**config.mk**
```make
export PLATFORM = sky130hd
export DESIGN_NAME = line_sensor_centroid_detector
export DESIGN_NICKNAME = d
export VERILOG_FILES = /design/src/lscd_pkg.sv /design/src/line_sensor_centroid_detector.sv /design/src/lscd_front.sv /design/src/lscd_div_stage.sv
export SDC_FILE = /design/constraint.sdc
export NUM_CORES = 2
export LEC_CHECK = 0
export BUFFER_PORTS_ARGS = -buffer_cell sky130_fd_sc_hd__buf_2
export CAP_MARGIN = 40
export CORE_MARGIN = 1.5
export CORE_UTILIZATION = 27
export DETAILED_ROUTE_END_ITERATION = 12
export PLACE_DENSITY = 0.45
export SYNTH_ARGS = -nofsm -noshare
export SYNTH_HDL_FRONTEND = slang
export SYNTH_SLANG_ARGS = --single-unit
export TNS_END_PERCENT = 50
```
**constraint.sdc**
```tcl
create_clock -name clk -period 11.4 [get_ports clk]
set_clock_uncertainty 0.15 [all_clocks]
set_input_delay 2.28 -clock clk [delete_from_list [all_inputs] [get_ports clk]]
set_output_delay 2.28 -clock clk [all_outputs]
set_load 0.05 [all_outputs]
```
**src/lscd_pkg.sv**
```systemverilog
// Shared constants, register indexes and types for the line sensor centroid detector.
// Depends on nothing; every other file of the block imports it.
package lscd_pkg;

	localparam int SAMPLE_BITS_DEF   = 10;
	localparam int FRACTION_BITS_DEF = 4;
	localparam int NUM_SAMPLES       = 8;
	localparam int NUM_PAIRS         = 4;
	localparam int WEIGHT_W          = 16;
	localparam int THRESH_W          = 10;
	localparam int COUNT_W           = 4;
	localparam int OFFSET_W          = 20;
	localparam int CFG_INDEX_W       = 3;
	localparam int CFG_DATA_W        = 16;

	localparam logic [CFG_INDEX_W-1:0] REG_WEIGHT_OUTER    = 3'd0;
	localparam logic [CFG_INDEX_W-1:0] REG_WEIGHT_SECOND   = 3'd1;
	localparam logic [CFG_INDEX_W-1:0] REG_WEIGHT_THIRD    = 3'd2;
	localparam logic [CFG_INDEX_W-1:0] REG_WEIGHT_INNER    = 3'd3;
	localparam logic [CFG_INDEX_W-1:0] REG_LINE_THRESHOLD  = 3'd4;
	localparam logic [CFG_INDEX_W-1:0] REG_CROSS_MIN_COUNT = 3'd5;

	localparam logic [THRESH_W-1:0] THRESHOLD_RESET = 10'd500;
	localparam logic [COUNT_W-1:0]  CROSS_MIN_RESET = 4'd3;

	localparam logic [OFFSET_W-1:0] OFFSET_MAX = {1'b0, {(OFFSET_W-1){1'b1}}};
	localparam logic [OFFSET_W-1:0] OFFSET_MIN = {1'b1, {(OFFSET_W-1){1'b0}}};

	typedef struct packed {
		logic signed [WEIGHT_W-1:0] weight_outer;
		logic signed [WEIGHT_W-1:0] weight_second;
		logic signed [WEIGHT_W-1:0] weight_third;
		logic signed [WEIGHT_W-1:0] weight_inner;
		logic [THRESH_W-1:0]        line_threshold;
		logic [COUNT_W-1:0]         cross_min_count;
	} cfg_t;

	typedef struct packed {
		logic at_intersection;
		logic centred;
		logic no_signal;
	} flags_t;

endpackage

```
**src/line_sensor_centroid_detector.sv**
```systemverilog
// Pipeline: 5 front stages, 20 divider stages and 1 output register; throughput is one item
// per cycle while the output is not stalled.
// The divider develops one quotient bit per stage, which sets the pipeline depth.
// A stalled output holds its item while earlier stages keep filling.
// Reset clears every valid bit and loads the configuration registers with their reset values.
// Top level of the line sensor centroid detector; depends on lscd_pkg, lscd_front and
// lscd_div_stage.
module line_sensor_centroid_detector #(
	parameter int SAMPLE_BITS   = lscd_pkg::SAMPLE_BITS_DEF,
	parameter int FRACTION_BITS = lscd_pkg::FRACTION_BITS_DEF
) (
	input  logic                                clk,
	input  logic                                arst_n,
	input  logic                                cfg_write,
	input  logic [lscd_pkg::CFG_INDEX_W-1:0]    cfg_index,
	input  logic [lscd_pkg::CFG_DATA_W-1:0]     cfg_data,
	input  logic                                in_valid,
	output logic                                in_ready,
	input  logic [SAMPLE_BITS-1:0]              sample_a,
	input  logic [SAMPLE_BITS-1:0]              sample_b,
	input  logic [SAMPLE_BITS-1:0]              sample_c,
	input  logic [SAMPLE_BITS-1:0]              sample_d,
	input  logic [SAMPLE_BITS-1:0]              sample_e,
	input  logic [SAMPLE_BITS-1:0]              sample_f,
	input  logic [SAMPLE_BITS-1:0]              sample_g,
	input  logic [SAMPLE_BITS-1:0]              sample_h,
	output logic                                out_valid,
	input  logic                                out_ready,
	output logic signed [lscd_pkg::OFFSET_W-1:0] line_offset,
	output logic                                at_intersection,
	output logic                                centred,
	output logic                                no_signal
);
	import lscd_pkg::*;

	localparam int DEN_W = SAMPLE_BITS + 3;

	cfg_t                cfg_q;

	logic                dv    [0:OFFSET_W];
	logic                dr    [0:OFFSET_W];
	flags_t              dfl   [0:OFFSET_W];
	logic                dneg  [0:OFFSET_W];
	logic                dovf  [0:OFFSET_W];
	logic [DEN_W-1:0]    drem  [0:OFFSET_W];
	logic [OFFSET_W-1:0] dquo  [0:OFFSET_W];
	logic [OFFSET_W-1:0] dlow  [0:OFFSET_W];
	logic [DEN_W-1:0]    dden  [0:OFFSET_W];

	logic                out_rdy;
	logic [OFFSET_W-1:0] offset_c;
	logic                valid_q;
	logic [OFFSET_W-1:0] offset_q;
	flags_t              flags_q;

	always_ff @(posedge clk or negedge arst_n) begin
		if (!arst_n) begin
			cfg_q.weight_outer    <= '0;
			cfg_q.weight_second   <= '0;
			cfg_q.weight_third    <= '0;
			cfg_q.weight_inner    <= '0;
			cfg_q.line_threshold  <= THRESHOLD_RESET;
			cfg_q.cross_min_count <= CROSS_MIN_RESET;
		end else if (cfg_write) begin
			unique case (cfg_index)
				REG_WEIGHT_OUTER:    cfg_q.weight_outer    <= cfg_data;
				REG_WEIGHT_SECOND:   cfg_q.weight_second   <= cfg_data;
				REG_WEIGHT_THIRD:    cfg_q.weight_third    <= cfg_data;
				REG_WEIGHT_INNER:    cfg_q.weight_inner    <= cfg_data;
				REG_LINE_THRESHOLD:  cfg_q.line_threshold  <= cfg_data[THRESH_W-1:0];
				REG_CROSS_MIN_COUNT: cfg_q.cross_min_count <= cfg_data[COUNT_W-1:0];
				default: ;
			endcase
		end
	end

	lscd_front #(
		.SAMPLE_BITS  (SAMPLE_BITS),
		.FRACTION_BITS(FRACTION_BITS)
	) u_front (
		.clk      (clk),
		.arst_n   (arst_n),
		.cfg      (cfg_q),
		.in_valid (in_valid),
		.in_ready (in_ready),
		.sample_a (sample_a),
		.sample_b (sample_b),
		.sample_c (sample_c),
		.sample_d (sample_d),
		.sample_e (sample_e),
		.sample_f (sample_f),
		.sample_g (sample_g),
		.sample_h (sample_h),
		.out_valid(dv[0]),
		.out_ready(dr[0]),
		.out_flags(dfl[0]),
		.out_neg  (dneg[0]),
		.out_ovf  (dovf[0]),
		.out_rem  (drem[0]),
		.out_low  (dlow[0]),
		.out_den  (dden[0])
	);

	assign dquo[0] = '0;

	for (genvar g = 0; g < OFFSET_W; g++) begin : g_div
		lscd_div_stage #(
			.DEN_W(DEN_W)
		) u_stage (
			.clk      (clk),
			.arst_n   (arst_n),
			.in_valid (dv[g]),
			.in_ready (dr[g]),
			.in_flags (dfl[g]),
			.in_neg   (dneg[g]),
			.in_ovf   (dovf[g]),
			.in_rem   (drem[g]),
			.in_quo   (dquo[g]),
			.in_low   (dlow[g]),
			.in_den   (dden[g]),
			.out_valid(dv[g+1]),
			.out_ready(dr[g+1]),
			.out_flags(dfl[g+1]),
			.out_neg  (dneg[g+1]),
			.out_ovf  (dovf[g+1]),
			.out_rem  (drem[g+1]),
			.out_quo  (dquo[g+1]),
			.out_low  (dlow[g+1]),
			.out_den  (dden[g+1])
		);
	end

	// Apply the sign to the quotient magnitude and clamp to the offset range; an empty frame gives zero.
	always_comb begin
		if (dfl[OFFSET_W].no_signal) begin
			offset_c = '0;
		end else if (dovf[OFFSET_W]) begin
			offset_c = dneg[OFFSET_W] ? OFFSET_MIN : OFFSET_MAX;
		end else if (!dneg[OFFSET_W]) begin
			offset_c = dquo[OFFSET_W][OFFSET_W-1] ? OFFSET_MAX : dquo[OFFSET_W];
		end else begin
			offset_c = (dquo[OFFSET_W] > OFFSET_MIN) ? OFFSET_MIN : OFFSET_W'(-dquo[OFFSET_W]);
		end
	end

	assign out_rdy      = !valid_q || out_ready;
	assign dr[OFFSET_W] = out_rdy;

	always_ff @(posedge clk or negedge arst_n) begin
		if (!arst_n) begin
			valid_q <= 1'b0;
		end else if (out_rdy) begin
			valid_q <= dv[OFFSET_W];
		end
	end

	always_ff @(posedge clk) begin
		if (out_rdy) begin
			offset_q <= offset_c;
			flags_q  <= dfl[OFFSET_W];
		end
	end

	assign out_valid       = valid_q;
	assign line_offset     = offset_q;
	assign at_intersection = flags_q.at_intersection;
	assign centred         = flags_q.centred;
	assign no_signal       = flags_q.no_signal;

	assert property (@(posedge clk) disable iff (!arst_n)
		valid_q && flags_q.no_signal |-> offset_q == '0)
		else $error("empty frame gave a nonzero offset");

	assert property (@(posedge clk) disable iff (!arst_n)
		dv[OFFSET_W] && dr[OFFSET_W] |=> valid_q)
		else $error("item leaving the divider was lost");

endmodule

```
**src/lscd_front.sv**
```systemverilog
// Front pipeline, stages s1 to s5: pair differences, sample sum and lit count, weighted
// products, accumulation, magnitude and the divider setup. Depends on lscd_pkg.
module lscd_front #(
	parameter int SAMPLE_BITS   = lscd_pkg::SAMPLE_BITS_DEF,
	parameter int FRACTION_BITS = lscd_pkg::FRACTION_BITS_DEF
) (
	input  logic                             clk,
	input  logic                             arst_n,
	input  lscd_pkg::cfg_t                   cfg,
	input  logic                             in_valid,
	output logic                             in_ready,
	input  logic [SAMPLE_BITS-1:0]           sample_a,
	input  logic [SAMPLE_BITS-1:0]           sample_b,
	input  logic [SAMPLE_BITS-1:0]           sample_c,
	input  logic [SAMPLE_BITS-1:0]           sample_d,
	input  logic [SAMPLE_BITS-1:0]           sample_e,
	input  logic [SAMPLE_BITS-1:0]           sample_f,
	input  logic [SAMPLE_BITS-1:0]           sample_g,
	input  logic [SAMPLE_BITS-1:0]           sample_h,
	output logic                             out_valid,
	input  logic                             out_ready,
	output lscd_pkg::flags_t                 out_flags,
	output logic                             out_neg,
	output logic                             out_ovf,
	output logic [SAMPLE_BITS+2:0]           out_rem,
	output logic [lscd_pkg::OFFSET_W-1:0]    out_low,
	output logic [SAMPLE_BITS+2:0]           out_den
);
	import lscd_pkg::*;

	localparam int DEN_W  = SAMPLE_BITS + 3;
	localparam int DIFF_W = SAMPLE_BITS + 1;
	localparam int PROD_W = WEIGHT_W + DIFF_W;
	localparam int PSUM_W = PROD_W + 2;
	localparam int ACC_W  = PSUM_W + FRACTION_BITS;
	localparam int HI_W   = ACC_W - OFFSET_W;
	localparam int CMP_W  = (HI_W > DEN_W) ? HI_W : DEN_W;
	localparam int TH_W   = (SAMPLE_BITS > THRESH_W) ? SAMPLE_BITS : THRESH_W;

	logic [SAMPLE_BITS-1:0]    smp [NUM_SAMPLES];
	logic signed [WEIGHT_W-1:0] wgt [NUM_PAIRS];
	logic signed [DIFF_W-1:0]  diff_c [NUM_PAIRS];
	logic [DEN_W-1:0]          sum_c;
	logic [COUNT_W-1:0]        lit_c;
	logic                      centred_c;

	logic                      v_s1, v_s2, v_s3, v_s4, v_s5;
	logic                      rdy_s1, rdy_s2, rdy_s3, rdy_s4, rdy_s5;

	logic signed [DIFF_W-1:0]  diff_s1 [NUM_PAIRS];
	logic [DEN_W-1:0]          den_s1;
	logic [COUNT_W-1:0]        lit_s1;
	logic                      centred_s1;

	logic signed [PROD_W-1:0]  prod_s2 [NUM_PAIRS];
	logic [DEN_W-1:0]          den_s2;
	flags_t                    flags_s2;

	logic signed [ACC_W-1:0]   acc_s3;
	logic [DEN_W-1:0]          den_s3;
	flags_t                    flags_s3;

	logic [ACC_W-1:0]          mag_s4;
	logic                      neg_s4;
	logic [DEN_W-1:0]          den_s4;
	flags_t                    flags_s4;

	logic [HI_W-1:0]           hi_c;
	logic                      ovf_s5;
	logic                      neg_s5;
	logic [DEN_W-1:0]          rem_s5;
	logic [OFFSET_W-1:0]       low_s5;
	logic [DEN_W-1:0]          den_s5;
	flags_t                    flags_s5;

	assign smp[0] = sample_a;
	assign smp[1] = sample_b;
	assign smp[2] = sample_c;
	assign smp[3] = sample_d;
	assign smp[4] = sample_e;
	assign smp[5] = sample_f;
	assign smp[6] = sample_g;
	assign smp[7] = sample_h;

	assign wgt[0] = cfg.weight_outer;
	assign wgt[1] = cfg.weight_second;
	assign wgt[2] = cfg.weight_third;
	assign wgt[3] = cfg.weight_inner;

	// A stage takes a new item when it is empty or its item moves on.
	assign rdy_s5   = !v_s5 || out_ready;
	assign rdy_s4   = !v_s4 || rdy_s5;
	assign rdy_s3   = !v_s3 || rdy_s4;
	assign rdy_s2   = !v_s2 || rdy_s3;
	assign rdy_s1   = !v_s1 || rdy_s2;
	assign in_ready = rdy_s1;

	always_comb begin
		sum_c = '0;
		lit_c = '0;
		for (int i = 0; i < NUM_SAMPLES; i++) begin
			sum_c = sum_c + DEN_W'(smp[i]);
			if (TH_W'(smp[i]) > TH_W'(cfg.line_threshold)) begin
				lit_c = lit_c + COUNT_W'(1);
			end
		end
		for (int k = 0; k < NUM_PAIRS; k++) begin
			diff_c[k] = $signed({1'b0, smp[NUM_SAMPLES-1-k]}) - $signed({1'b0, smp[k]});
		end
	end

	assign centred_c = (TH_W'(smp[2]) > TH_W'(cfg.line_threshold)) ||
		(TH_W'(smp[3]) > TH_W'(cfg.line_threshold));

	assign hi_c = mag_s4[ACC_W-1:OFFSET_W];

	always_ff @(posedge clk or negedge arst_n) begin
		if (!arst_n) begin
			v_s1 <= 1'b0;
			v_s2 <= 1'b0;
			v_s3 <= 1'b0;
			v_s4 <= 1'b0;
			v_s5 <= 1'b0;
		end else begin
			if (rdy_s1) v_s1 <= in_valid;
			if (rdy_s2) v_s2 <= v_s1;
			if (rdy_s3) v_s3 <= v_s2;
			if (rdy_s4) v_s4 <= v_s3;
			if (rdy_s5) v_s5 <= v_s4;
		end
	end

	always_ff @(posedge clk) begin
		if (rdy_s1) begin
			diff_s1    <= diff_c;
			den_s1     <= sum_c;
			lit_s1     <= lit_c;
			centred_s1 <= centred_c;
		end
		if (rdy_s2) begin
			for (int k = 0; k < NUM_PAIRS; k++) begin
				prod_s2[k] <= PROD_W'(wgt[k]) * PROD_W'(diff_s1[k]);
			end
			den_s2                   <= den_s1;
			flags_s2.at_intersection <= (lit_s1 >= cfg.cross_min_count);
			flags_s2.centred         <= centred_s1;
			flags_s2.no_signal       <= (den_s1 == '0);
		end
		if (rdy_s3) begin
			acc_s3   <= (ACC_W'(prod_s2[0]) + ACC_W'(prod_s2[1]) +
				ACC_W'(prod_s2[2]) + ACC_W'(prod_s2[3])) <<< FRACTION_BITS;
			den_s3   <= den_s2;
			flags_s3 <= flags_s2;
		end
		if (rdy_s4) begin
			neg_s4   <= acc_s3[ACC_W-1];
			mag_s4   <= acc_s3[ACC_W-1] ? ACC_W'(-acc_s3) : ACC_W'(acc_s3);
			den_s4   <= den_s3;
			flags_s4 <= flags_s3;
		end
		if (rdy_s5) begin
			// The quotient fits the offset field only when the part of the magnitude
			// above it is smaller than the divisor; that part then seeds the remainder.
			ovf_s5   <= CMP_W'(hi_c) >= CMP_W'(den_s4);
			rem_s5   <= DEN_W'(hi_c);
			low_s5   <= mag_s4[OFFSET_W-1:0];
			neg_s5   <= neg_s4;
			den_s5   <= den_s4;
			flags_s5 <= flags_s4;
		end
	end

	assign out_valid = v_s5;
	assign out_flags = flags_s5;
	assign out_neg   = neg_s5;
	assign out_ovf   = ovf_s5;
	assign out_rem   = rem_s5;
	assign out_low   = low_s5;
	assign out_den   = den_s5;

	// An empty frame has a zero divisor, so it must always take the saturation path.
	assert property (@(posedge clk) disable iff (!arst_n)
		v_s5 && flags_s5.no_signal |-> ovf_s5)
		else $error("empty frame not marked as overflow");

endmodule

```
**src/lscd_div_stage.sv**
```systemverilog
// One step of the restoring divider: develops one quotient bit per stage.
// Depends on lscd_pkg.
module lscd_div_stage #(
	parameter int DEN_W = lscd_pkg::SAMPLE_BITS_DEF + 3
) (
	input  logic                          clk,
	input  logic                          arst_n,
	input  logic                          in_valid,
	output logic                          in_ready,
	input  lscd_pkg::flags_t              in_flags,
	input  logic                          in_neg,
	input  logic                          in_ovf,
	input  logic [DEN_W-1:0]              in_rem,
	input  logic [lscd_pkg::OFFSET_W-1:0] in_quo,
	input  logic [lscd_pkg::OFFSET_W-1:0] in_low,
	input  logic [DEN_W-1:0]              in_den,
	output logic                          out_valid,
	input  logic                          out_ready,
	output lscd_pkg::flags_t              out_flags,
	output logic                          out_neg,
	output logic                          out_ovf,
	output logic [DEN_W-1:0]              out_rem,
	output logic [lscd_pkg::OFFSET_W-1:0] out_quo,
	output logic [lscd_pkg::OFFSET_W-1:0] out_low,
	output logic [DEN_W-1:0]              out_den
);
	import lscd_pkg::*;

	logic [DEN_W:0]      trial_c;
	logic                ge_c;
	logic                valid_q;
	flags_t              flags_q;
	logic                neg_q;
	logic                ovf_q;
	logic [DEN_W-1:0]    rem_q;
	logic [OFFSET_W-1:0] quo_q;
	logic [OFFSET_W-1:0] low_q;
	logic [DEN_W-1:0]    den_q;

	assign in_ready = !valid_q || out_ready;
	assign trial_c  = {in_rem, in_low[OFFSET_W-1]};
	assign ge_c     = trial_c >= {1'b0, in_den};

	always_ff @(posedge clk or negedge arst_n) begin
		if (!arst_n) begin
			valid_q <= 1'b0;
		end else if (in_ready) begin
			valid_q <= in_valid;
		end
	end

	always_ff @(posedge clk) begin
		if (in_ready) begin
			rem_q   <= ge_c ? DEN_W'(trial_c - {1'b0, in_den}) : DEN_W'(trial_c);
			quo_q   <= {in_quo[OFFSET_W-2:0], ge_c};
			low_q   <= {in_low[OFFSET_W-2:0], 1'b0};
			den_q   <= in_den;
			flags_q <= in_flags;
			neg_q   <= in_neg;
			ovf_q   <= in_ovf;
		end
	end

	assign out_valid = valid_q;
	assign out_flags = flags_q;
	assign out_neg   = neg_q;
	assign out_ovf   = ovf_q;
	assign out_rem   = rem_q;
	assign out_quo   = quo_q;
	assign out_low   = low_q;
	assign out_den   = den_q;

	assert property (@(posedge clk) disable iff (!arst_n)
		valid_q && !ovf_q |-> rem_q < den_q)
		else $error("partial remainder not below divisor");

endmodule
```
* After elaboration in Yosys (flattened, before gate mapping)
Memory sizes are Yosys's and may differ from the RTL's.
Cells that the tools add are included.
** Operators by class
- Equal/unequal tests :: 5
- Multiply operators :: 4
- Order comparisons :: 31
- $add $sub $neg :: 42
- Reduce and logical (&&, ||, !) cells :: 61
- Multiplexer cells :: 35
** Operators with widths (count)
- greater-or-equal comparator 14 x 13 -> 1 bit :: 20
- two-way mux 13 bit :: 19
- subtractor 13 bit :: 19
- multiplier 16 x 11 -> 27 bit :: 4
- > comparator 10 bit :: 8
- two-way mux 20 bit :: 4
- adder 13 x 10 -> 13 bit :: 6
- subtractor 10 x 10 -> 11 bit :: 4
- negator 33 bit :: 1
- two-way mux 32 bit :: 1
- adder 28 x 27 -> 29 bit :: 1
- adder 29 x 27 -> 29 bit :: 1
- adder 27 x 27 -> 28 bit :: 1
- two-way mux 4 bit :: 7
- logical OR 1 bit :: 27
- zero test 1 bit :: 26
- adder 4 x 1 -> 4 bit, second input constant :: 6
- > comparator 20 bit, second input constant :: 1
- negator 20 bit :: 1
- two-way mux 19 bit :: 1
- greater-or-equal comparator 13 bit :: 1
- zero test 13 bit :: 1
- AND reduction 2 bit :: 6
- adder 10 x 10 -> 11 bit :: 1
- other kinds (7) :: 11
** Word-level totals
- Word-level logic and storage cells :: 424
- Bits in registers :: 1345
- Bits in writable memories :: 108
- Memories kept :: 1
** Memory list
- u_front.prod_s2 :: words 4, width 27, rd ports 4, clocked after Yosys merged registers in 0, wr ports 4, RTL line lscd_front.sv:55 : logic signed [PROD_W-1:0] prod_s2 [NUM_PAIRS];

* Longest topological paths before layout
- Word-level depth :: 28
- Mapped depth :: 24

* Modules after synthesis
From an unflattened synthesis, not the netlist that was laid out.
** Second synthesis, totals
- Cell total of the unflattened synthesis :: 8558
- Area, all modules :: 110407.1 um^2
** By module, submodules not included
- lscd_div_stage (g_div[0].u_stage ...) :: area an instance 3057.9 um^2, cells each 193, instances 19
- lscd_front :: area an instance 44704.1 um^2, cells each 4349, instances 1
- line_sensor_centroid_detector :: area an instance 4520.6 um^2, cells each 342, instances 1
- lscd_div_stage (g_div[5].u_stage) :: area an instance 3081.7 um^2, cells each 200, instances 1

* Least setup slack after synthesis
No wires, ideal clock.
- Path type :: input port to output port
- Start :: in out_ready
- End :: out in_ready
- Data arrival time :: 8837 ps
- Slack :: 133 ps
- Stages :: 11
- Required time :: 8970 ps
- Cells stage by stage :: nor2b_1 nand2_1 nor2_1 nand2_1 nor3_1 and2_1 inv_1 nor2_1 nand3_1 nor2_1 nand2_1
** Between the ends
- Longest elaborated chain between the ends :: 26
** RTL lines
- from (decl) :: RTL line line_sensor_centroid_detector.sv:28 : input logic out_ready,
- logical OR 1 bit :: RTL line line_sensor_centroid_detector.sv:146 : assign out_rdy = !valid_q || out_ready;
- logical OR 1 bit :: RTL line lscd_div_stage.sv:40 : assign in_ready = !valid_q || out_ready;
- via g_div[18].u_stage.out_ready :: RTL line lscd_div_stage.sv:18 : input logic out_ready,
- logical OR 1 bit (4 in a row) :: RTL line lscd_div_stage.sv:40
- via g_div[14].u_stage.out_ready :: RTL line lscd_div_stage.sv:18
- logical OR 1 bit (13 in a row) :: RTL line lscd_div_stage.sv:40
- via g_div[1].u_stage.out_ready :: RTL line lscd_div_stage.sv:18
- logical OR 1 bit (2 in a row) :: RTL line lscd_div_stage.sv:40
- logical OR 1 bit :: RTL line lscd_front.sv:91 : assign rdy_s5 = !v_s5 || out_ready;
- logical OR 1 bit :: RTL line lscd_front.sv:92 : assign rdy_s4 = !v_s4 || rdy_s5;
- logical OR 1 bit :: RTL line lscd_front.sv:93 : assign rdy_s3 = !v_s3 || rdy_s4;
- via u_front.rdy_s3 :: RTL line lscd_front.sv:48 : logic rdy_s1, rdy_s2, rdy_s3, rdy_s4, rdy_s5;
- logical OR 1 bit :: RTL line lscd_front.sv:94 : assign rdy_s2 = !v_s2 || rdy_s3;
- logical OR 1 bit :: RTL line lscd_front.sv:95 : assign rdy_s1 = !v_s1 || rdy_s2;
- to (decl) :: RTL line line_sensor_centroid_detector.sv:18 : output logic in_ready,
The timed path passes the listed nets, and every way through them passes these cells.

* Worst setup path in the final report
Same ends and word-level chain as after synthesis.

==> results.toml <==
[status]
status = "completed"

[yosys]
synth_commonest_cells = "1313 x inv_1, 1271 x edfxtp_1, 775 x fa_1"
synth-seq-cells = 1375
synth_top_area_cell = "edfxtp_1"
synth-main-ff-cell = "edfxtp_1"
ys_seq_area_share_pct = 44.70
synth_top_area_share_pct = 41.84
ys_warn_count = 0
synth-edff-count = 1271
synthesis.area_um2 = 91230
synth_cell_types = 76
async_reset_ff_share_pct = 7.564
synth_nets = 9296
yosysMostFrequentCell = "inv_1"
syn-instance-count = 7729
synth_area_leaders = "edfxtp_1 42%, fa_1 17%, ha_1 9.4%"
avgSynthCellArea_um2 = 11.80

[clock_tree]
clock_path_buffers = 4
numCtsBuffers = 165
cts_hold_buf = 0
post_cts_buffers = 0
cts_root_buffer = "clkbuf_16"
cts_max_level = 4
cts_resized = 0
clk_latency_ns = 0.84
clock_sinks = 1375
clk_pin_slew_worst_paths_ns = 0.06
cts_tree = "built"

[timing]
finalSetupViolCount = 0
period_share_pct = 76.31
report.final.slew_viol_count = 0
setup-tns-final_ns = 0
max_freq_mhz = 115.0
fin_crit_ns = 8.699
tightestPinTransition_ns = 0.9017
rsz0062_at_grt = "no"
hold_viol_final = 0
hold_ws_ns = 0.2336
max_slew_margin_pct = 39.89

[setup_path]
start_kind = "primary input"
end_kind = "primary output"
worstPathRequired_ns = 8.97
arrival_ns = 6.27
r2r_end = "u_front.prod_s2[1][26]"
cp_max_fo = 49
ff2ff_setup_slack_ns = 4.61
reg2reg_from = "u_front.diff_s1[24]"
crit_type = "in2out"
reg2reg_depth = 20

[route]
detail_route.vias_per_cell = 4.390
drtIter0Drc = 2710
met1_length_um = 92760
wl_met2_um = 108700
wire_per_inst_um = 17.32
wl_um = 217500
route.antenna.remaining_nets = 0
routed.top_layer = "met5"
first_pass_iters = 5
remaining_drc_errors = 0
num_vias = 55138
dr_wl_met3_um = 8290

[min_path]
min-delay-start = "u_front.out_flags[1]"
min_delay_path_depth = 0
min_to = "g_div[0].u_stage.out_flags[1]"
hold_class = "reg2reg"

[floorplanning]
fp.dieH_um = 584.3
die-area_um2 = 341400
core-area_um2 = 336300
io_pins = 129
die_x_um = 584.3
rows = 213
start_util_pct = 27.12

[placed_design]
place_congestion = 0.8652
dp_hpwl_um = 171600
port_buffers = 128

[global_route]
overflow = 0
grt_pass1_wl_um = 340700
grt_max_degree = 63
grt_use_total_pct = 12.82
antenna_found_initial = 18
grt_pass1_vias = 58789

[flow_run]
maxCapViolCount = 0

[final_layout]
fin_nets = 9492
drive_gt1_share_pct = 8.109
area_delta_synth_final_pct = 12.93
## cell type report
cell class / instances / area, um2
flip-flops and latches: 1375 / 40780
clock inverters: 79 / 784.5
multi-input cells: 4875 / 45030
repair buffers: 195 / 1448
diodes: 4 / 10.01
inverters: 1313 / 4931
clock buffers: 203 / 4383
well taps: 4515 / 5649
fillers: 34171 / 233300
## critical path, cell delays in order
cell,delay (ns)
buf_2,0.10
nor2b_1,0.28
nand2_1,0.13
nor2_1,0.32
nand2_2,0.09
buf_4,0.32
nor3_1,0.28
buf_2,0.23
and2_1,0.25
inv_2,0.05
buf_4,0.30
nor2_1,0.36
nand3_2,0.10
buf_4,0.31
nor2_1,0.42
nand2_4,0.13
buf_2,0.23
## cells by family (layout without fill, tap and decap cells)
kind of cell,after synthesis,in the layout,share of synthesized area [%]
AOI/OAI and AO/OA,1072,1072,7.332
muxes,150,150,1.858
buffers and inverters,1479,1790,6.088
other,0,4,0
adders and majority gates,1463,1463,26.44
xor gates and xnor gates,402,402,3.899
DFF,1375,1375,44.70
and+or+nand+nor,1788,1788,9.679
## sequential cells by signal, summed over array words and instances, names as in the netlist, 16 cells and up
name                     count
u_front.out_low             16
u_front.mag_s4              29
g_div.u_stage.out_neg       20
g_div.u_stage.out_flags     60
g_div.u_stage.out_den      247
g_div.u_stage.out_ovf       20
cfg_q                       78
u_front.diff_s1             44
u_front.acc_s3              29
g_div.u_stage.out_rem      247
line_offset                 20
g_div.u_stage.out_quo      210
g_div.u_stage.out_low      120
g_div.u_stage.out_valid     20
u_front.prod_s2            108
## cells in the final DEF (no fill, tap or decap), types with 166 or more instances in the layout
cell          n
a21oi_1     405
a21o_1      202
ha_1        688
edfxtp_1   1271
o21ai_0     182
inv_1      1305
clkbuf_16   166
xnor2_1     264
nand2_1     457
nor2_1      425
and2_1      337
fa_1        775
## routing by layer
| layer | up-vias | global-route usage (%) |
|---|---|---|
| met5 | - | 0 |
| met4 | 8 | 4.275 |
| met3 | 318 | 1.887 |
| met2 | 920 | 22.90 |
| met1 | 27527 | 15.72 |
| li1 | 26365 | - |
## worst max path at each step
stage / from / to / slack (ns) / cells past startpoint
floorplan: out_ready / in_ready / 0.13 / 11
global placement: out_ready / in_ready / 2.22 / 16
detailed placement: out_ready / in_ready / 2.67 / 17
CTS: out_ready / in_ready / 2.65 / 17
global route: out_ready / in_ready / 2.28 / 17
finish: out_ready / in_ready / 2.70 / 17
## stage by stage
| step | util [%] | instances | setup slack (ns) | instance area (um2) |
|---|---|---|---|---|
| floorplan | - | 7729 | 0.1329 | 91230 |
| global placement | 28.95 | 12249 | 2.223 | 97360 |
| finish | 30.63 | 12559 | 2.701 | 103000 |
| global route | 30.63 | 12557 | 2.278 | 103000 |
| CTS | 30.63 | 12555 | 2.648 | 103000 |
| detailed placement | 29.09 | 12273 | 2.674 | 97840 |
Power is not shown: default switching activity piles up to over one toggle a cycle in this logic, so the estimate is an artifact.
